$ cat src/rtl/core/pmfc_pkg.sv
package pmfc_pkg;

	// window and field sizes
	localparam int WINDOW  = 10;
	localparam int FILL_W  = $clog2(WINDOW);
	localparam int PASS_W  = $clog2(WINDOW);
	localparam int DATA_W  = 32;
	localparam int CLASS_W = 2;
	localparam int INDEX_W = 2;

	// register indexes
	localparam logic [INDEX_W-1:0] REG_BAND_A_MIN = 2'd0;
	localparam logic [INDEX_W-1:0] REG_BAND_A_MAX = 2'd1;
	localparam logic [INDEX_W-1:0] REG_BAND_B_MIN = 2'd2;
	localparam logic [INDEX_W-1:0] REG_BAND_B_MAX = 2'd3;

	// register reset values
	localparam logic [DATA_W-1:0] BAND_A_MIN_RST = 32'd9091;
	localparam logic [DATA_W-1:0] BAND_A_MAX_RST = 32'd11111;
	localparam logic [DATA_W-1:0] BAND_B_MIN_RST = 32'd6251;
	localparam logic [DATA_W-1:0] BAND_B_MAX_RST = 32'd7142;

	// class codes
	localparam logic [CLASS_W-1:0] CLASS_NONE = 2'd0;
	localparam logic [CLASS_W-1:0] CLASS_A    = 2'd1;
	localparam logic [CLASS_W-1:0] CLASS_B    = 2'd2;

	// controller state
	typedef enum logic [3:0] {
		ST_IDLE = 4'b0001,
		ST_SORT = 4'b0010,
		ST_MED  = 4'b0100,
		ST_CLS  = 4'b1000
	} pmfc_state_t;

	// controller to datapath
	typedef struct packed {
		logic accept;
		logic sort_en;
		logic sort_odd;
		logic med_en;
		logic cls_en;
	} pmfc_cmd_t;

	// datapath to controller
	typedef struct packed {
		logic window_full;
	} pmfc_stat_t;

endpackage

$ cat src/rtl/core/pmfc_ctrl.sv
module pmfc_ctrl import pmfc_pkg::*; (
	input  logic       clk,
	input  logic       arst_n,
	input  logic       start,
	input  pmfc_stat_t stat,
	output pmfc_cmd_t  cmd,
	output logic       busy,
	output logic       done
);

	pmfc_state_t       state_q;
	logic [PASS_W-1:0] pass_q;
	logic              done_q;
	logic              accept;

	assign busy   = (state_q != ST_IDLE);
	assign accept = start && !busy;
	assign done   = done_q;

	// commands to the datapath
	always_comb begin
		cmd.accept   = accept;
		cmd.sort_en  = (state_q == ST_SORT);
		cmd.sort_odd = pass_q[0];
		cmd.med_en   = (state_q == ST_MED);
		cmd.cls_en   = (state_q == ST_CLS);
	end

	// sequencer: accept, sort passes, median, classify
	always_ff @(posedge clk or negedge arst_n) begin
		if (!arst_n) begin
			state_q <= ST_IDLE;
			pass_q  <= '0;
			done_q  <= 1'b0;
		end else begin
			done_q <= (state_q == ST_CLS);
			unique case (state_q)
				ST_IDLE: begin
					if (accept && stat.window_full) begin
						state_q <= ST_SORT;
						pass_q  <= '0;
					end
				end
				ST_SORT: begin
					if (pass_q == PASS_W'(WINDOW - 1)) begin
						state_q <= ST_MED;
					end else begin
						pass_q <= pass_q + 1'b1;
					end
				end
				ST_MED: begin
					state_q <= ST_CLS;
				end
				ST_CLS: begin
					state_q <= ST_IDLE;
				end
				default: begin
					state_q <= ST_IDLE;
				end
			endcase
		end
	end

endmodule

$ cat src/rtl/core/pmfc_datapath.sv
module pmfc_datapath import pmfc_pkg::*; (
	input  logic                clk,
	input  logic                arst_n,
	input  pmfc_cmd_t           cmd,
	output pmfc_stat_t          stat,
	input  logic [DATA_W-1:0]   edge_time_us,
	input  logic                cfg_we,
	input  logic [INDEX_W-1:0]  cfg_index,
	input  logic [DATA_W-1:0]   cfg_wdata,
	output logic [DATA_W-1:0]   median_interval_us,
	output logic [CLASS_W-1:0]  band_class
);

	logic [DATA_W-1:0]  band_a_min_q;
	logic [DATA_W-1:0]  band_a_max_q;
	logic [DATA_W-1:0]  band_b_min_q;
	logic [DATA_W-1:0]  band_b_max_q;
	logic [DATA_W-1:0]  last_edge_q;
	logic [FILL_W-1:0]  fill_q;
	logic [DATA_W-1:0]  store_q [WINDOW];
	logic [DATA_W-1:0]  med_q;
	logic [CLASS_W-1:0] class_q;
	logic [DATA_W-1:0]  interval;
	logic               nonzero;
	logic [DATA_W:0]    mid_sum;
	logic [DATA_W-1:0]  median_c;
	logic [CLASS_W-1:0] class_c;

	// interval since previous edge, modulo 2^32
	assign interval = edge_time_us - last_edge_q;
	assign nonzero  = (interval != '0);
	assign stat.window_full = nonzero && (fill_q == FILL_W'(WINDOW - 1));

	// band registers
	always_ff @(posedge clk or negedge arst_n) begin
		if (!arst_n) begin
			band_a_min_q <= BAND_A_MIN_RST;
			band_a_max_q <= BAND_A_MAX_RST;
			band_b_min_q <= BAND_B_MIN_RST;
			band_b_max_q <= BAND_B_MAX_RST;
		end else if (cfg_we) begin
			unique case (cfg_index)
				REG_BAND_A_MIN: band_a_min_q <= cfg_wdata;
				REG_BAND_A_MAX: band_a_max_q <= cfg_wdata;
				REG_BAND_B_MIN: band_b_min_q <= cfg_wdata;
				REG_BAND_B_MAX: band_b_max_q <= cfg_wdata;
				default: ;
			endcase
		end
	end

	// edge time and fill count
	always_ff @(posedge clk or negedge arst_n) begin
		if (!arst_n) begin
			last_edge_q <= '0;
			fill_q      <= '0;
		end else if (cmd.accept) begin
			last_edge_q <= edge_time_us;
			if (nonzero) begin
				if (fill_q == FILL_W'(WINDOW - 1)) begin
					fill_q <= '0;
				end else begin
					fill_q <= fill_q + 1'b1;
				end
			end
		end
	end

	// window store: fill on request, odd-even transposition sort in place
	always_ff @(posedge clk) begin
		if (cmd.accept && nonzero) begin
			store_q[fill_q] <= interval;
		end else if (cmd.sort_en) begin
			for (int i = 0; i < WINDOW - 1; i++) begin
				if ((i[0] == cmd.sort_odd) && (store_q[i] > store_q[i+1])) begin
					store_q[i]   <= store_q[i+1];
					store_q[i+1] <= store_q[i];
				end
			end
		end
	end

	// median of the sorted window
	always_comb begin
		mid_sum = {1'b0, store_q[WINDOW/2 - 1]} + {1'b0, store_q[WINDOW/2]};
		if ((WINDOW % 2) == 0) begin
			median_c = mid_sum[DATA_W:1];
		end else begin
			median_c = store_q[WINDOW/2];
		end
	end

	// band check, band a first
	always_comb begin
		if ((med_q >= band_a_min_q) && (med_q <= band_a_max_q)) begin
			class_c = CLASS_A;
		end else if ((med_q >= band_b_min_q) && (med_q <= band_b_max_q)) begin
			class_c = CLASS_B;
		end else begin
			class_c = CLASS_NONE;
		end
	end

	// result registers
	always_ff @(posedge clk) begin
		if (cmd.med_en) begin
			med_q <= median_c;
		end
		if (cmd.cls_en) begin
			class_q <= class_c;
		end
	end

	assign median_interval_us = med_q;
	assign band_class         = class_q;

endmodule

$ cat src/rtl/core/pulse_median_frequency_classifier_top.sv
// Pulse median frequency classifier. Each request on start carries the timestamp of
// a rising edge; the block keeps the interval since the previous edge (modulo 2^32,
// the first one measured from zero), drops zero intervals, and once a window of
// WINDOW (10) nonzero intervals is collected sorts it, takes the median and checks it
// against the band A and band B registers (band A first). A request that does not
// complete the window is taken in one cycle and start may be held high for the next
// one. A request that completes the window keeps busy high through WINDOW passes of
// an odd-even transposition sort over the stored window, a median step and a band
// check step. done then pulses for one cycle with median_interval_us and band_class
// as busy falls; the result is shown once and cannot be held off, so it must be
// captured then. Band registers are written through cfg_we, cfg_index and
// cfg_wdata; the user must write them only while idle (not enforced by the block).
module pulse_median_frequency_classifier_top import pmfc_pkg::*; (
	input  logic                clk,
	input  logic                arst_n,
	input  logic                start,
	output logic                busy,
	input  logic [DATA_W-1:0]   edge_time_us,
	output logic                done,
	output logic [DATA_W-1:0]   median_interval_us,
	output logic [CLASS_W-1:0]  band_class,
	input  logic                cfg_we,
	input  logic [INDEX_W-1:0]  cfg_index,
	input  logic [DATA_W-1:0]   cfg_wdata
);

	pmfc_cmd_t  cmd;
	pmfc_stat_t stat;

	// controller
	pmfc_ctrl u_ctrl (
		.clk    (clk),
		.arst_n (arst_n),
		.start  (start),
		.stat   (stat),
		.cmd    (cmd),
		.busy   (busy),
		.done   (done)
	);

	// datapath
	pmfc_datapath u_dp (
		.clk                (clk),
		.arst_n             (arst_n),
		.cmd                (cmd),
		.stat               (stat),
		.edge_time_us       (edge_time_us),
		.cfg_we             (cfg_we),
		.cfg_index          (cfg_index),
		.cfg_wdata          (cfg_wdata),
		.median_interval_us (median_interval_us),
		.band_class         (band_class)
	);

endmodule

$ cat config.mk
export PLATFORM = sky130hd
export DESIGN_NAME = pulse_median_frequency_classifier_top
export DESIGN_NICKNAME = d
export VERILOG_FILES = /design/src/rtl/core/pmfc_pkg.sv /design/src/rtl/core/pmfc_ctrl.sv /design/src/rtl/core/pmfc_datapath.sv /design/src/rtl/core/pulse_median_frequency_classifier_top.sv
export SDC_FILE = /design/constraint.sdc
export NUM_CORES = 2
export LEC_CHECK = 0
export ABC_CLOCK_PERIOD_IN_PS = 8100
export BUFFER_PORTS_ARGS = -buffer_cell sky130_fd_sc_hd__buf_2
export CAP_MARGIN = 10
export CORE_ASPECT_RATIO = 0.8
export CORE_MARGIN = 4
export CORE_UTILIZATION = 25
export DETAILED_ROUTE_END_ITERATION = 6
export HOLD_SLACK_MARGIN = 0.08
export PLACE_DENSITY = 0.37
export SYNTH_ARGS = -nofsm -noshare
export SYNTH_HDL_FRONTEND = slang
export SYNTH_SLANG_ARGS = --single-unit
$ cat constraint.sdc
create_clock -name clk -period 8.1 [get_ports clk]
set_clock_uncertainty 0.15 [all_clocks]
set_input_delay 1.62 -clock clk [delete_from_list [all_inputs] [get_ports clk]]
set_output_delay 1.62 -clock clk [all_outputs]
set_load 0.03 [all_outputs]
==> flow_summary.ini <==
[run_status]
outcome = finished clean

[clocking]
clock_sinks = 527
cts_root_buffer = clkbuf_16
tritoncts = yes
clock_path_buffers = 3
cts.clk_slew.worst_paths_ps = 60
cts_hold_buf = 0
htreeDepth = 3
clk-insertion-delay-late_ps = 670
cts_resized = 0
cts_setup_buffers = 0
cts_inserted_buffers = 68

[floorplanning]
core_area_mm2 = 0.144
ios = 106
die-height_um = 349
die_w_um = 434
start_util_pct = 25.3
rows = 124
die_area_mm2 = 0.151

[sta]
setup_violations = 0
max_slew_margin_pct = 18.9
setup_ws_ps = 1930
worst_pin_slew_ps = 1210
drv_slew = 0
hold_viol = 0
rsz0062_at_grt = no
period_needed_ps = 6170
period_share_pct = 76.2
fin_setup_tns_ps = 0
timing.fmax_mhz = 162

[pwr]
p_comb_share_pct = 32.4
power_frac_seq_pct = 38.8
ir_worst_vdd_v = 0.000164
p_switching_mw = 3.75
p_per_area_mw_per_mm2 = 249
p_sw_share_pct = 36.5
p_clk_share_pct = 28.8
leakage_nw = 18.2
internal-power_mw = 6.53

[global_routing]
grt_pass1_vias = 26618
overflow = 0
grt_max_degree = 96
antenna_found_initial = 2
grt_pass1_wl_um = 180000
grt_util_all_layers_pct = 15.9

[yosys]
async_flop_share_pct = 32.8
synth_ff_type = edfxtp_1
synth_area_mm2 = 0.0362
syn_nets = 4191
synth_edf_count = 354
ys_seq_area_share_pct = 41.4
yosysWarnings = 0
ys_seq_elements = 527
syn_area_per_cell_um2 = 9.96
netlist_instances = 3638
synth.distinct_cells = 79

[critical_path]
startpoint_type = input port
cp_max_fo = 32
cp_common_cell = or4_1
arrival_ps = 6350
worstSetupPathType = input port to flip-flop
slowest_delay_ps = 750
path_buf_inv = 3
cpMaxStageDelayCell = or4_1
end_kind = flip-flop
critPathTopFamily = simple AND/OR/NAND/NOR gates
reg2reg_slack_ps = 2710
cp_cell_sequence = buf_2, inv_1, ha_1, fa_1, nor2b_4, o31a_4, o21a_4, o211a_1, or4_1, nand3_1, nand3_1, or4_1, or4_1, nand2_2, o41ai_2, buf_4
cp_data_required_time_ps = 8280

[drt]
drt-initial-drc-count = 2107
drcViolationCount = 0
dr_total_vias = 27750
detail-route-antenna-nets = 0
via_per_inst = 4.89
wl_um = 123000
drt_pre_antenna_iters = 7
wl_per_cell_um = 21.7

[final_layout]
layout_commonest_cell = inv_1
area_growth_pct = 14.1
post-route-util_pct = 28.8
stdcell_area_mm2 = 0.0414
nets = 4279
layout-drive-gt1-share_pct = 11.5
final_cell_mix = inv_1 (498), ha_1 (481), a21oi_1 (361)

[placed_design]
pre_cts_ws_ps = 1210
dp_hpwl_um = 93500
place_congestion = 0.799
io_buffers = 105
place_area_mm2 = 0.0393

[hold_path]
holdCritPathClass = flip-flop to flip-flop

[run]
cap_violations = 0
[synth_stat cells, types with 15 or more instances]
master	n	share of area, %
inv_1	498	5.2
ha_1	481	17
a21oi_1	362	5.0
edfxtp_1	354	29
o21ai_0	188	2.6
o22ai_1	177	3.1
nand2_1	169	1.8
mux2i_1	150	4.1
a21o_1	146	3.0
dfrtp_1	141	9.7
nor2_1	124	1.3
clkbuf_1	113	1.2
nand4_1	100	1.7
mux2_2	99	3.1
o21a_1	59	1.2
nor2b_1	43	0.74
xnor2_1	39	0.94
nand2b_1	37	0.64
dfstp_2	32	2.3
buf_1	28	0.29
nor3_1	25	0.35
nand3_1	20	0.28
xor2_1	18	0.43
o21bai_1	16	0.33
a31oi_1	15	0.26
nor4_1	15	0.26
o31ai_1	15	0.31
[stage by stage]
stage               hold WS, ps  instances  power (mW)
floorplan                   303       3638        6.04
global placement            326       5546        7.36
detailed placement          332       5546        7.38
CTS                         347       5669        10.4
global route                361       5669        11.0
finish                      345       5673        10.3
[final cells by class]
| class | count | area [um2] |
|---|---|---|
| timing repair buffer | 161 | 980 |
| multi-input combinational | 2470 | 19100 |
| sequential | 527 | 15000 |
| clock buffer | 98 | 1910 |
| clock inverter | 25 | 173 |
| inverter | 498 | 1870 |
| fill | 15143 | 102000 |
| antenna | 4 | 10.0 |
| tap | 1890 | 2360 |
[state kept, by name, summed over array words and instances, names as in the netlist]
name	cells
u_dp.band_b_max_q	32
u_dp.band_a_min_q	32
u_dp.last_edge_q	32
u_dp.store_q	320
u_ctrl.state_q	4
u_dp.band_b_min_q	32
u_dp.band_class	2
u_dp.median_interval_us	32
u_ctrl.done	1
u_dp.fill_q	4
u_ctrl.pass_q	4
u_dp.band_a_max_q	32
[per-layer routing]
layer / up-vias / GRT usage, % / part of all wire [%]
met3: 109 / 2.87 / 5.5
met2: 669 / 21.9 / 39
met5: - / 0 / 0
li1: 13453 / - / -
met4: 0 / 2.62 / 1.5
met1: 13519 / 25.6 / 54
[power groups by stage]
stage               clock (mW)  combinational, mW  sequential (mW)
floorplan                    0               2.24             3.80
global placement             0               3.34             4.03
detailed placement           0               3.35             4.03
CTS                       3.07               3.36             3.97
global route              3.18               3.78             4.02
finish                    2.96               3.34             3.99
[worst paths after layout]
check / cells after the start / from / end
worst max-delay path: 16 / edge_time_us[0] / u_dp.store_q[4][0]$_DFFE_PP_
worst min-delay path: 2 / u_dp.last_edge_q[31]$_DFFE_PN0P_ / u_dp.last_edge_q[31]$_DFFE_PN0P_
worst max register to register: 12 / u_dp.last_edge_q[0]$_DFFE_PN0P_ / u_dp.store_q[4][0]$_DFFE_PP_
worst min register to register: 2 / u_dp.last_edge_q[31]$_DFFE_PN0P_ / u_dp.last_edge_q[31]$_DFFE_PN0P_
max in group asynchronous: 2 / arst_n / u_dp.last_edge_q[1]$_DFFE_PN0P_
min in group asynchronous: 1 / arst_n / u_dp.band_b_min_q[4]$_DFFE_PN0P_
[cells by family (layout without fill, tap and decap cells)]
group / Yosys count / count (layout) / share of synthesized area [%]
other: 0 / 4 / 0
xor gates and xnor gates: 57 / 57 / 1.38
AOI/OAI and AO/OA: 1077 / 1077 / 18.2
adders and majority gates: 483 / 483 / 16.7
muxes: 249 / 249 / 7.22
DFF: 527 / 527 / 41.4
buffers and inverters: 641 / 782 / 6.66
and+or+nand+nor: 604 / 604 / 8.43
[worst min-delay path: stages, from the launching register on]
cell and delay, ps:
dfrtp_1 350, nand2_1 50, nand2_1 60
No activity file was read; power rests on OpenSTA's default activity.
